[src/rtl/wsht_pkg.sv]
// Shared types and codes for the window stack hit tester.
`timescale 1ns / 1ps
`default_nettype none
package wsht_pkg;

  localparam logic [2:0] CMD_CREATE  = 3'd0;
  localparam logic [2:0] CMD_FRONT   = 3'd1;
  localparam logic [2:0] CMD_FOCUS   = 3'd2;
  localparam logic [2:0] CMD_HIT     = 3'd3;
  localparam logic [2:0] CMD_DESTROY = 3'd4;

  localparam logic [1:0] ST_OK    = 2'd0;
  localparam logic [1:0] ST_FULL  = 2'd1;
  localparam logic [1:0] ST_EMPTY = 2'd2;
  localparam logic [1:0] ST_MISS  = 2'd3;

  typedef struct packed {
    logic [15:0]        tag;
    logic signed [15:0] left;
    logic signed [15:0] top;
    logic [14:0]        width;
    logic [14:0]        height;
    logic [31:0]        color;
  } rec_t;

  typedef struct packed {
    logic [1:0]  status;
    logic [15:0] tag;
    logic        focus;
    logic [31:0] color;
  } res_t;

endpackage
`default_nettype wire

[src/rtl/wsht_mem.sv]
// Window record memory: one write port, one registered read port.
`timescale 1ns / 1ps
`default_nettype none
module wsht_mem
  import wsht_pkg::*;
#(
  parameter int DEPTH = 16,
  parameter int IDX_W = 4
) (
  input  wire logic             clk,
  input  wire logic             wr_en,
  input  wire logic [IDX_W-1:0] wr_addr,
  input  wire rec_t             wr_rec,
  input  wire logic [IDX_W-1:0] wr_rank,
  input  wire logic [IDX_W-1:0] rd_addr,
  output      rec_t             rd_rec,
  output      logic [IDX_W-1:0] rd_rank
);

  rec_t             rec_mem  [DEPTH];
  logic [IDX_W-1:0] rank_mem [DEPTH];

  always_ff @(posedge clk) begin
    if (wr_en) begin
      rec_mem[wr_addr]  <= wr_rec;
      rank_mem[wr_addr] <= wr_rank;
    end
    rd_rec  <= rec_mem[rd_addr];
    rd_rank <= rank_mem[rd_addr];
  end

endmodule
`default_nettype wire

[src/rtl/wsht_seq.sv]
// Command sequencer: walks the record memory and keeps valid, focus and counters.
`timescale 1ns / 1ps
`default_nettype none
module wsht_seq
  import wsht_pkg::*;
#(
  parameter int MAX_WINDOWS = 16,
  parameter int IDX_W = 4
) (
  input  wire logic               clk,
  input  wire logic               rst,
  input  wire logic               in_valid,
  output      logic               in_ready,
  input  wire logic [2:0]         command,
  input  wire logic [3:0]         slot,
  input  wire logic signed [15:0] pos_x,
  input  wire logic signed [15:0] pos_y,
  input  wire logic [14:0]        span_w,
  input  wire logic [14:0]        span_h,
  input  wire logic [31:0]        fill_color,
  output      logic               mem_wr_en,
  output      logic [IDX_W-1:0]   mem_wr_addr,
  output      rec_t               mem_wr_rec,
  output      logic [IDX_W-1:0]   mem_wr_rank,
  output      logic [IDX_W-1:0]   mem_rd_addr,
  input  wire rec_t               mem_rd_rec,
  input  wire logic [IDX_W-1:0]   mem_rd_rank,
  output      logic               res_valid,
  input  wire logic               res_take,
  output      res_t               res,
  output      logic [IDX_W-1:0]   res_slot,
  output      logic [IDX_W-1:0]   res_rank
);

  localparam int CNT_W = IDX_W + 1;
  localparam logic [IDX_W-1:0] LAST_IDX = IDX_W'(MAX_WINDOWS - 1);

  localparam logic [2:0] S_IDLE = 3'd0;
  localparam logic [2:0] S_LOOK = 3'd1;
  localparam logic [2:0] S_CAP  = 3'd2;
  localparam logic [2:0] S_WALK = 3'd3;
  localparam logic [2:0] S_FIN  = 3'd4;

  logic [2:0]             state;
  logic [MAX_WINDOWS-1:0] valid;
  logic                   focus_valid;
  logic [IDX_W-1:0]       focus_slot;
  logic [CNT_W-1:0]       live_count;
  logic [15:0]            next_tag;

  logic [2:0]             op;
  logic                   plain;
  logic [1:0]             plain_status;
  logic [IDX_W-1:0]       s_idx;
  logic signed [15:0]     c_left;
  logic signed [15:0]     c_top;
  logic [14:0]            c_w;
  logic [14:0]            c_h;
  logic [31:0]            c_color;
  logic [CNT_W-1:0]       rd_ptr;
  logic                   p_valid;
  logic [IDX_W-1:0]       p_idx;
  rec_t                   r_rec;
  logic [IDX_W-1:0]       r_rank;
  logic                   free_found;
  logic [IDX_W-1:0]       free_slot;
  logic                   found;
  logic [IDX_W-1:0]       best_slot;
  rec_t                   best_rec;
  logic [IDX_W-1:0]       best_rank;

  logic [8:0]             s_wide;
  logic                   s_ok;
  logic                   accept;
  logic                   commit;
  logic                   p_live;
  logic signed [17:0]     px_w, py_w, left_w, top_w, right_w, bottom_w;
  logic                   pt_hit;
  logic                   walk_wr;
  logic [IDX_W-1:0]       walk_rank;

  assign s_wide   = 9'(slot);
  assign s_ok     = (s_wide < 9'(MAX_WINDOWS)) && valid[s_wide[IDX_W-1:0]];
  assign in_ready = (state == S_IDLE);
  assign accept   = in_valid && in_ready;
  assign res_valid = (state == S_FIN);
  assign commit   = res_valid && res_take;
  assign p_live   = valid[p_idx];

  assign mem_rd_addr = (state == S_LOOK) ? s_idx : rd_ptr[IDX_W-1:0];

  // half-open containment test against the record coming out of memory
  assign px_w     = 18'(c_left);
  assign py_w     = 18'(c_top);
  assign left_w   = 18'(mem_rd_rec.left);
  assign top_w    = 18'(mem_rd_rec.top);
  assign right_w  = left_w + $signed({3'b000, mem_rd_rec.width});
  assign bottom_w = top_w + $signed({3'b000, mem_rd_rec.height});
  assign pt_hit   = (px_w >= left_w) && (px_w < right_w) &&
                    (py_w >= top_w) && (py_w < bottom_w);

  always_comb begin
    walk_wr   = 1'b0;
    walk_rank = mem_rd_rank;
    if (p_valid && p_live) begin
      unique case (op)
        CMD_CREATE: begin
          walk_wr   = 1'b1;
          walk_rank = mem_rd_rank + 1'b1;
        end
        CMD_FRONT: begin
          if (p_idx == s_idx) begin
            walk_wr   = 1'b1;
            walk_rank = '0;
          end else if (mem_rd_rank < r_rank) begin
            walk_wr   = 1'b1;
            walk_rank = mem_rd_rank + 1'b1;
          end
        end
        CMD_DESTROY: begin
          if (mem_rd_rank > r_rank) begin
            walk_wr   = 1'b1;
            walk_rank = mem_rd_rank - 1'b1;
          end
        end
        default: begin
          walk_wr = 1'b0;
        end
      endcase
    end
  end

  always_comb begin
    mem_wr_en   = walk_wr;
    mem_wr_addr = p_idx;
    mem_wr_rec  = mem_rd_rec;
    mem_wr_rank = walk_rank;
    if (commit && !plain && op == CMD_CREATE) begin
      mem_wr_en   = 1'b1;
      mem_wr_addr = free_slot;
      mem_wr_rec  = '{tag: next_tag, left: c_left, top: c_top,
                      width: c_w, height: c_h, color: c_color};
      mem_wr_rank = '0;
    end
  end

  always_comb begin
    res      = '0;
    res_slot = '0;
    res_rank = '0;
    if (plain) begin
      res.status = plain_status;
    end else begin
      unique case (op)
        CMD_CREATE: begin
          res.tag   = next_tag;
          res.focus = focus_valid && (focus_slot == free_slot);
          res.color = c_color;
          res_slot  = free_slot;
        end
        CMD_HIT: begin
          if (found) begin
            res.tag   = best_rec.tag;
            res.focus = focus_valid && (focus_slot == best_slot);
            res.color = best_rec.color;
            res_slot  = best_slot;
            res_rank  = best_rank;
          end else begin
            res.status = ST_MISS;
          end
        end
        CMD_FRONT: begin
          res.tag   = r_rec.tag;
          res.focus = focus_valid && (focus_slot == s_idx);
          res.color = r_rec.color;
          res_slot  = s_idx;
        end
        CMD_FOCUS: begin
          res.tag   = r_rec.tag;
          res.focus = 1'b1;
          res.color = r_rec.color;
          res_slot  = s_idx;
          res_rank  = r_rank;
        end
        CMD_DESTROY: begin
          res.tag   = r_rec.tag;
          res.color = r_rec.color;
          res_slot  = s_idx;
          res_rank  = r_rank;
        end
        default: begin
          res.status = ST_OK;
        end
      endcase
    end
  end

  always_ff @(posedge clk) begin
    if (rst) begin
      state       <= S_IDLE;
      valid       <= '0;
      focus_valid <= 1'b0;
      focus_slot  <= '0;
      live_count  <= '0;
      next_tag    <= 16'd1;
      p_valid     <= 1'b0;
      rd_ptr      <= '0;
      plain       <= 1'b0;
      free_found  <= 1'b0;
      found       <= 1'b0;
    end else begin
      p_valid <= 1'b0;
      unique case (state)
        S_IDLE: begin
          if (accept) begin
            op         <= command;
            s_idx      <= s_wide[IDX_W-1:0];
            c_left     <= pos_x;
            c_top      <= pos_y;
            c_w        <= span_w;
            c_h        <= span_h;
            c_color    <= fill_color;
            rd_ptr     <= '0;
            free_found <= 1'b0;
            found      <= 1'b0;
            plain      <= 1'b0;
            priority case (command)
              CMD_CREATE: begin
                if (live_count >= CNT_W'(MAX_WINDOWS)) begin
                  plain        <= 1'b1;
                  plain_status <= ST_FULL;
                  state        <= S_FIN;
                end else begin
                  state <= S_WALK;
                end
              end
              CMD_HIT: state <= S_WALK;
              CMD_FRONT, CMD_FOCUS, CMD_DESTROY: begin
                if (s_ok) begin
                  state <= S_LOOK;
                end else begin
                  plain        <= 1'b1;
                  plain_status <= ST_EMPTY;
                  state        <= S_FIN;
                end
              end
              default: begin
                plain        <= 1'b1;
                plain_status <= ST_OK;
                state        <= S_FIN;
              end
            endcase
          end
        end
        S_LOOK: state <= S_CAP;
        S_CAP: begin
          r_rec  <= mem_rd_rec;
          r_rank <= mem_rd_rank;
          state  <= (op == CMD_FOCUS) ? S_FIN : S_WALK;
        end
        S_WALK: begin
          if (rd_ptr < CNT_W'(MAX_WINDOWS)) begin
            p_valid <= 1'b1;
            p_idx   <= rd_ptr[IDX_W-1:0];
            rd_ptr  <= rd_ptr + 1'b1;
          end
          if (p_valid) begin
            if (op == CMD_CREATE && !p_live && !free_found) begin
              free_found <= 1'b1;
              free_slot  <= p_idx;
            end
            if (op == CMD_HIT && p_live && pt_hit && (!found || mem_rd_rank < best_rank)) begin
              found     <= 1'b1;
              best_slot <= p_idx;
              best_rec  <= mem_rd_rec;
              best_rank <= mem_rd_rank;
            end
            if (p_idx == LAST_IDX) begin
              state <= S_FIN;
            end
          end
        end
        S_FIN: begin
          if (res_take) begin
            state <= S_IDLE;
            if (!plain) begin
              unique case (op)
                CMD_CREATE: begin
                  valid[free_slot] <= 1'b1;
                  live_count       <= live_count + 1'b1;
                  next_tag         <= next_tag + 16'd1;
                end
                CMD_FOCUS: begin
                  focus_valid <= 1'b1;
                  focus_slot  <= s_idx;
                end
                CMD_DESTROY: begin
                  valid[s_idx] <= 1'b0;
                  if (live_count != '0) begin
                    live_count <= live_count - 1'b1;
                  end
                  if (focus_valid && focus_slot == s_idx) begin
                    focus_valid <= 1'b0;
                    focus_slot  <= '0;
                  end
                end
                default: begin
                  focus_valid <= focus_valid;
                end
              endcase
            end
          end
        end
        default: state <= S_IDLE;
      endcase
    end
  end

  a_count_matches: assert property (@(posedge clk) disable iff (rst)
    $countones(valid) == int'(live_count))
    else $error("live count differs from number of valid entries");

  a_focus_live: assert property (@(posedge clk) disable iff (rst)
    focus_valid |-> valid[focus_slot])
    else $error("focus held by an empty slot");

  a_walk_only: assert property (@(posedge clk) disable iff (rst)
    p_valid |-> (state == S_WALK))
    else $error("walk data outside walk");

  a_bound: assert property (@(posedge clk) disable iff (rst)
    live_count <= CNT_W'(MAX_WINDOWS))
    else $error("live count above table size");

endmodule
`default_nettype wire

[src/rtl/window_stack_hit_tester.sv]
// Top level: z-ordered window table with hit test, record memory and output register.
// Create and hit test walk all memory entries; front and destroy read the addressed
// record, then walk; focus only reads it; error and unused commands report without a memory access.
// New items wait until the result is taken; the memory walk reads one entry per cycle.
// Reset (rst, synchronous): clears valid bits, focus, live count, tag counter to one.
// Record memory contents are not cleared; no clearing pass is needed.
`timescale 1ns / 1ps
`default_nettype none
module window_stack_hit_tester
  import wsht_pkg::*;
#(
  parameter int MAX_WINDOWS = 16
) (
  input  wire logic               clk,
  input  wire logic               rst,
  input  wire logic               in_valid,
  output      logic               in_ready,
  input  wire logic [2:0]         command,
  input  wire logic [3:0]         slot,
  input  wire logic signed [15:0] pos_x,
  input  wire logic signed [15:0] pos_y,
  input  wire logic [14:0]        span_w,
  input  wire logic [14:0]        span_h,
  input  wire logic [31:0]        fill_color,
  output      logic               out_valid,
  input  wire logic               out_ready,
  output      logic [1:0]         status,
  output      logic [3:0]         hit_slot,
  output      logic [15:0]        window_tag,
  output      logic [3:0]         z_rank,
  output      logic               has_focus,
  output      logic [31:0]        color_out
);

  localparam int IDX_W = $clog2(MAX_WINDOWS);

  logic             mem_wr_en;
  logic [IDX_W-1:0] mem_wr_addr;
  rec_t             mem_wr_rec;
  logic [IDX_W-1:0] mem_wr_rank;
  logic [IDX_W-1:0] mem_rd_addr;
  rec_t             mem_rd_rec;
  logic [IDX_W-1:0] mem_rd_rank;
  logic             res_valid;
  logic             res_take;
  res_t             res;
  logic [IDX_W-1:0] res_slot;
  logic [IDX_W-1:0] res_rank;
  logic [7:0]       slot_wide;
  logic [7:0]       rank_wide;

  wsht_mem #(
    .DEPTH(MAX_WINDOWS),
    .IDX_W(IDX_W)
  ) u_mem (
    .clk    (clk),
    .wr_en  (mem_wr_en),
    .wr_addr(mem_wr_addr),
    .wr_rec (mem_wr_rec),
    .wr_rank(mem_wr_rank),
    .rd_addr(mem_rd_addr),
    .rd_rec (mem_rd_rec),
    .rd_rank(mem_rd_rank)
  );

  wsht_seq #(
    .MAX_WINDOWS(MAX_WINDOWS),
    .IDX_W(IDX_W)
  ) u_seq (
    .clk        (clk),
    .rst        (rst),
    .in_valid   (in_valid),
    .in_ready   (in_ready),
    .command    (command),
    .slot       (slot),
    .pos_x      (pos_x),
    .pos_y      (pos_y),
    .span_w     (span_w),
    .span_h     (span_h),
    .fill_color (fill_color),
    .mem_wr_en  (mem_wr_en),
    .mem_wr_addr(mem_wr_addr),
    .mem_wr_rec (mem_wr_rec),
    .mem_wr_rank(mem_wr_rank),
    .mem_rd_addr(mem_rd_addr),
    .mem_rd_rec (mem_rd_rec),
    .mem_rd_rank(mem_rd_rank),
    .res_valid  (res_valid),
    .res_take   (res_take),
    .res        (res),
    .res_slot   (res_slot),
    .res_rank   (res_rank)
  );

  assign res_take  = !out_valid || out_ready;
  assign slot_wide = 8'(res_slot);
  assign rank_wide = 8'(res_rank);

  always_ff @(posedge clk) begin
    if (rst) begin
      out_valid <= 1'b0;
    end else if (res_take) begin
      out_valid <= res_valid;
    end
  end

  always_ff @(posedge clk) begin
    if (res_valid && res_take) begin
      status     <= res.status;
      hit_slot   <= slot_wide[3:0];
      window_tag <= res.tag;
      z_rank     <= rank_wide[3:0];
      has_focus  <= res.focus;
      color_out  <= res.color;
    end
  end

endmodule
`default_nettype wire

[config.mk]
export PLATFORM = sky130hd
export DESIGN_NAME = window_stack_hit_tester
export DESIGN_NICKNAME = d
export VERILOG_FILES = /design/src/rtl/wsht_pkg.sv /design/src/rtl/wsht_mem.sv /design/src/rtl/wsht_seq.sv /design/src/rtl/window_stack_hit_tester.sv
export SDC_FILE = /design/constraint.sdc
export NUM_CORES = 2
export LEC_CHECK = 0
export BUFFER_PORTS_ARGS = -buffer_cell sky130_fd_sc_hd__buf_2
export CAP_MARGIN = 5
export CORE_UTILIZATION = 40
export CTS_CLUSTER_SIZE = 12
export DETAILED_ROUTE_END_ITERATION = 7
export GPL_TIMING_DRIVEN = 0
export HOLD_SLACK_MARGIN = 0.06
export PLACE_DENSITY = 0.53
export SETUP_SLACK_MARGIN = 0.5
export SLEW_MARGIN = 15
export SYNTH_ARGS = -nofsm -noshare
export SYNTH_HDL_FRONTEND = slang
export SYNTH_HIERARCHICAL = 1
export SYNTH_SLANG_ARGS = --single-unit
export TNS_END_PERCENT = 10
[constraint.sdc]
create_clock -name clk -period 31.2 [get_ports clk]
set_input_delay 9.36 -clock clk [delete_from_list [all_inputs] [get_ports clk]]
set_output_delay 9.36 -clock clk [all_outputs]
set_load 0.1 [all_outputs]
# Word-level counts from Yosys, hierarchy flattened
# Memories as Yosys holds them, arrays and structs flattened. A register that Yosys moved wholly into a read port is not among the register bits.
# Index checks and enable logic that the tools add are counted.
# Widths: inputs -> output; s select.
totals:
  output_inout_bits: 61
  inputBits: 105
  wordCells: 217
  ramBits: 1824
  ff_bits: 333
  n_memories: 2
classes:
  n_reduce_logical: 52
  add_sub_neg: 8
  bitwise: 7
  eq_ne: 28
  n_lt_le_gt_ge: 16
  n_mux: 69
memory_table:
  columns: ["memory", "words", "width", "rd", "rd_ports_with_merged_regs", "wr", "line", "rtl"]
  rows:
  - ["u_mem.rec_mem", 16, 110, 1, 1, 1, "wsht_mem.sv:20", "rec_t rec_mem [DEPTH];"]
  - ["u_mem.rank_mem", 16, 4, 1, 1, 1, "wsht_mem.sv:21", "logic [IDX_W-1:0] rank_mem [DEPTH];"]
op_table:
  columns: ["op", "n"]
  rows:
  - ["$mux 110", 1]
  - ["$pmux 32 s3", 1]
  - ["$mux 49", 1]
  - ["$pmux 16 s3", 1]
  - ["$mux 4", 10]
  - ["$add 16x16->17", 2]
  - ["$lt 16x17->1", 2]
  - ["$ge 16x16->1", 2]
  - ["$pmux 16 s2", 1]
  - ["$reduce_and 4->1", 7]
  - ["$lt 4x5->1 const B", 5]
  - ["$pmux 4 s3", 2]
  - ["$mux 3", 7]
  - ["$mux 1", 20]
  - ["$pmux 5 s2", 2]
  - ["$logic_and 1x1->1", 19]
  - ["$eq 3x2->1 const B", 6]
  - ["$ne 2x1->1 const B", 9]
  - ["$add 16x1->16 const B", 1]
  - ["$and 16x16->16", 1]
  - ["$eq 4x4->1", 4]
  - ["$not 16->16", 1]
  - ["$or 16x16->16", 1]
  - ["$pmux 4 s2", 2]
  - ["35 further kinds", 72]

# Depth between registers and ports, before layout
logic_depth:
  depth_word: 10
  mapped_depth: 18
  ltp_nobuf: 18

# Cells and area by module
# Netlist, hierarchy kept.
modules_own_cells:
  columns: ["mod", "area_per_inst_um2", "seq_area_each_um2", "cells_each", "n_inst"]
  rows:
  - ["wsht_mem", 70402.5, 57054.7, 2916, 1]
  - ["wsht_seq", 15208.3, 7657.3, 1505, 1]
  - ["window_stack_hit_tester", 1826.8, 1791.7, 64, 1]

# Worst setup path after synthesis
# OpenSTA, ideal clock, no wires.
synth_path:
  path_type: "input to register"
  from: "in out_ready"
  to: "mem u_mem.rank_mem[0][0], enable pin"
  arrival_ns: 19.003
  path_buffers: 3
  stages: 11
  setup_slack_ns: 11.470
  setup_time_ns: 0.726
  t_required_ns: 30.474
  path_cell_list: "nand2b_4 > inv_1 > or3_1 > or2_2 > buf_2 > buf_6 > buf_2 > nand2_1 > nand2_1 > or3b_2 > nor3_1"
synth_via:
  word_cells_on_any_way: 8
  cone_classes: "4 x mux; 4 x reduce/logical"
synth_lines:
  columns: ["element", "line", "rtl"]
  rows:
  - ["from (decl)", "window_stack_hit_tester.sv:26", "input wire logic out_ready,"]
  - ["$logic_or 1x1->1", "window_stack_hit_tester.sv:95", "assign res_take = !out_valid || out_ready;"]
  - ["$logic_and 1x1->1", "wsht_seq.sv:87", "assign commit = res_valid && res_take;"]
  - ["$logic_and 1x1->1 (2 in series)", "wsht_seq.sv:138", "if (commit && !plain && op == CMD_CREATE) begin"]
  - ["$mux 4", "wsht_seq.sv:138", null]
  - ["net mem_wr_addr[2]", "window_stack_hit_tester.sv:38", "logic [IDX_W-1:0] mem_wr_addr;"]
  - ["to (decl)", "wsht_mem.sv:21", null]
# The timed path passes the listed nets, and every way through them passes these cells.

# Worst setup path after layout
layout_path:
  from: "in out_ready"
  to: "mem u_mem/rec_mem[12][45] (netlist name), enable pin"
layout_via:
  word_cells_on_any_way: 8
  cone_classes: "4 x mux; 4 x reduce/logical"
layout_lines:
  columns: ["element", "line", "rtl"]
  rows:
  - ["$logic_or 1x1->1", "window_stack_hit_tester.sv:95", null]
  - ["net res_take", "window_stack_hit_tester.sv:45", "logic res_take;"]
  - ["$logic_and 1x1->1", "wsht_seq.sv:87", null]
  - ["$logic_and 1x1->1 (2 in series)", "wsht_seq.sv:138", null]
  - ["$mux 4", "wsht_seq.sv:138", null]
  - ["net mem_wr_addr[2]", "window_stack_hit_tester.sv:38", null]
  - ["to (decl)", "wsht_mem.sv:20", null]
# The timed path passes the listed nets, and every way through them passes these cells.

==> flow_summary.ini <==
[route]
dr.pass1.iters = 8
ant_nets = 0
dr_wl_met3_mm = 16.36
drt-met1-wl_mm = 105.8
vias = 46238
highest_layer = met5
routed_wl_mm = 240.9
dr.first_iter.drc_count = 4719
wl_per_cell_um = 29.55
vias_per_cell = 5.672
route.met2.wl_mm = 113.9
drc = 0

[timing]
worst_hold_slack_ns = 0.4499
fin_ws_ns = 17.06
fin_crit_ns = 14.14
finalHoldViolCount = 0
fmax_mhz = 70.71
worstMarginPinSlew_ns = 1.252
slew_headroom_pct = 16.50
fin_worst_skew_ns = 0.04667
slew_violations = 0
period_share_pct = 45.33
setup_viol_count_final = 0
rsz0062_at_grt = no

[setup_path]
arrival_ns = 14.72
r2r_cells = 20
rr_startpoint = u_mem/rd_rec[33]$_DFF_P_
cp_max_fo = 10
r2r_setup_slack_ns = 24.36
timing.rr.end = u_seq/best_rec[16]$_DFFE_PP_
crit_type = input pin to flip-flop
required_ns = 31.78
cp-end-kind = flip-flop
critical_path.startpoint_type = input pin

[grt]
grt_first_pass_wirelength_mm = 344.1
grtUsageTotal_pct = 21.80
grt_max_degree = 60
grt_antenna_before_repair = 20
grt-ovfl-total = 0
grt_pass1_vias = 46812

[die]
start_util_pct = 40.26
die_w_um = 469.5
dieHeight_um = 469.5
placementRows = 171
dieArea_mm2 = 0.2205
core_area_mm2 = 0.2172
ioPinCount = 166

[power_and_ir_drop]
combinationalPowerShare_pct = 4.9
power_frac_seq_pct = 53.2
p_int_mw = 4.969
clkPwrFrac_pct = 41.9
p_switching_mw = 1.407
swShare_pct = 22.07
p_leak_nw = 33.23
vdd_drop_max_mv = 0.05668
power_density_mw_per_mm2 = 62.19
finalPower_mw = 6.376

[min_path]
hold_start = u_mem/rd_rec[18]$_DFF_P_
min_path_type = flip-flop to flip-flop
holdPathEnd = u_seq/best_rec[18]$_DFFE_PP_
whs_path_depth = 0

[yosys]
ys_seq_area_share_pct = 76.06
synthDistinctLibCells = 82
synth_ff_type = edfxtp_1
synth_nets = 4701
synth_warnings = 6
synth_edf_count = 2102
synth-seq-cells = 2271
netlist_instances = 4485
ys_async_sr_fraction_pct = 0
synth_area_mm2 = 0.08744
postSynthAreaPerCell_um2 = 19.50

[outcome]
outcome = completed

[cts]
clock-sinks = 2271
cts_setup_buffers = 0
cts_buffers = 232
clockBufferDepth = 3
cts_tree = done
clk_latency_ns = 0.89
htreeDepth = 4
ctsResizeCount = 0
root_buffer = clkbuf_16
hold_buffers = 0
clkTransAtPathRegs_ns = 0.06

[placement]
gp_congestion = 0.8082
place_hpwl_mm = 160.4
preCtsSetupSlack_ns = 16.13
dpl_cell_area_mm2 = 0.09520
portBuffers = 165

[layout]
drive_above_1_share_pct = 24.16
num-fill-cells = 18093
final_nets = 5313
areaGrowthSynthToFinish_pct = 17.26
stdcell_area_mm2 = 0.1025

[flow_run]
maxCapViolCount = 0
-- power groups by stage --
| stage | clock network, mW | logic (mW) | registers, mW |
|---|---|---|---|
| floorplan | 0 | 0.173 | 3.47 |
| global route | 2.85 | 0.340 | 3.39 |
| detailed placement | 0 | 0.313 | 3.45 |
| finish | 2.67 | 0.312 | 3.39 |
| CTS | 2.73 | 0.314 | 3.39 |
| global placement | 0 | 0.300 | 3.46 |
-- logic make-up (layout without fill, tap and decap cells) --
kind of cell               Yosys count  after routing  synth area share [%]
DFF                               2271           2271                 76.06
muxes                              476            476                 12.14
buffers and inverters              296           1104                 1.597
and+or+nand+nor                    737            737                 3.648
adders and majority gates          111            111                 1.614
other                                0              5                     0
AOI/OAI and AO/OA                  530            530                 4.300
xor gates and xnor gates            64             64                0.6411
-- routing by layer --
metal	vias to the layer above	track usage, %
li1	19566	-
met1	24679	31.55
met2	1701	34.63
met3	288	3.518
met4	4	5.000
met5	-	0
-- cells in the mapped netlist, types with 6 or more instances --
cell,number,area [µm²]
a31oi_1,9,56.30
mux4_2,462,10400
a222oi_1,51,510.5
buf_6,18,202.7
a211oi_1,6,45.04
buf_2,37,185.2
and2_1,6,37.54
o21ai_0,79,395.4
nand2_1,437,1640
a21oi_1,71,355.3
and4_1,7,61.31
buf_1,34,127.6
xor2_1,37,324.1
nor2b_1,11,68.82
inv_1,66,247.7
nand2b_1,8,50.05
ha_1,108,1351
a22oi_1,239,1794
xnor2_1,27,236.5
or3_1,6,37.54
nor4_1,8,50.05
buf_4,25,187.7
o21a_1,11,82.58
clkbuf_1,114,427.9
dfxtp_1,169,3383
nand3_1,30,150.1
a21o_1,17,127.6
nand4_1,21,131.4
edfxtp_1,2102,63120
nand3b_1,8,60.06
nor2_1,135,506.7
nor3_1,28,140.1
-- registers in the layout (all words and copies together), names as in the netlist, 32 cells and up --
name and flops:
u_seq/best_rec 48, u_mem/rec_mem 1760, u_mem/rank_mem 64, color_out 32, u_mem/rd_rec 110, u_seq/c_color 32, u_seq/r_rec 48
-- stage by stage --
stage / utilization [%] / setup TNS [ns] / cells
after floorplan: - / 0 / 4485
after global placement: 42.29 / -690.93 / 7504
after detailed placement: 43.84 / 0 / 7717
after CTS: 47.21 / 0 / 8147
after global routing: 47.21 / 0 / 8151
final: 47.21 / 0 / 8152
-- final cells by class --
cell class / instances / area, µm² / share of cell area [%]
clock buffer: 358 / 6590 / 6.427
antenna: 5 / 12.51 / 0.01220
timing repair buffer: 378 / 4035 / 3.936
sequential: 2271 / 66500 / 64.86
buffer: 229 / 1146 / 1.118
multi-input combinational: 1918 / 19690 / 19.20
tap: 2854 / 3571 / 3.483
clock inverter: 72 / 733.2 / 0.7151
inverter: 67 / 251.5 / 0.2453
-- how the worst max path moves through the flow --
stage | start | cells past startpoint | end
after global routing | out_ready | 18 | u_mem/rec_mem[12][45]$_DFFE_PP_
final | out_ready | 18 | u_mem/rec_mem[12][45]$_DFFE_PP_
after floorplan | out_ready | 11 | u_mem/rank_mem[0][0]$_DFFE_PP_
after global placement | out_ready | 11 | u_mem/rec_mem[12][39]$_DFFE_PP_
after CTS | out_ready | 18 | u_mem/rec_mem[12][45]$_DFFE_PP_
after detailed placement | out_ready | 18 | u_mem/rec_mem[12][45]$_DFFE_PP_
-- cell usage in the layout (no fill, tap or decap), types with 19 or more instances in the layout --
master and n:
a21oi_1 70, a222oi_1 51, a22oi_1 239, buf_1 33
buf_12 59, buf_16 39, buf_2 204, buf_4 114
buf_6 43, clkbuf_1 210, clkbuf_16 233, clkbuf_8 30
clkinv_1 19, clkinv_2 25, dfxtp_1 169, edfxtp_1 2102
ha_1 108, inv_1 66, mux4_2 462, nand2_1 437
nand3_1 30, nand4_1 21, nor2_1 122, nor3_1 22
o21ai_0 46, o21ai_1 36, xnor2_1 27, xor2_1 37
-- worst max-delay path, stage by stage --
cell and delay [ns]:
buf_2 0.08, nand2b_4 0.13, inv_1 0.06, or3_1 0.51
nor2_2 0.84, buf_2 0.70, buf_2 0.36, nand2_1 0.08
nand2_1 0.13, nand3_1 0.34, nor3_2 0.54, buf_4 0.31
buf_4 0.24, buf_4 0.23, buf_6 0.17, buf_4 0.20
buf_4 0.22, buf_6 0.17
Power figures use the tool's default switching activity.
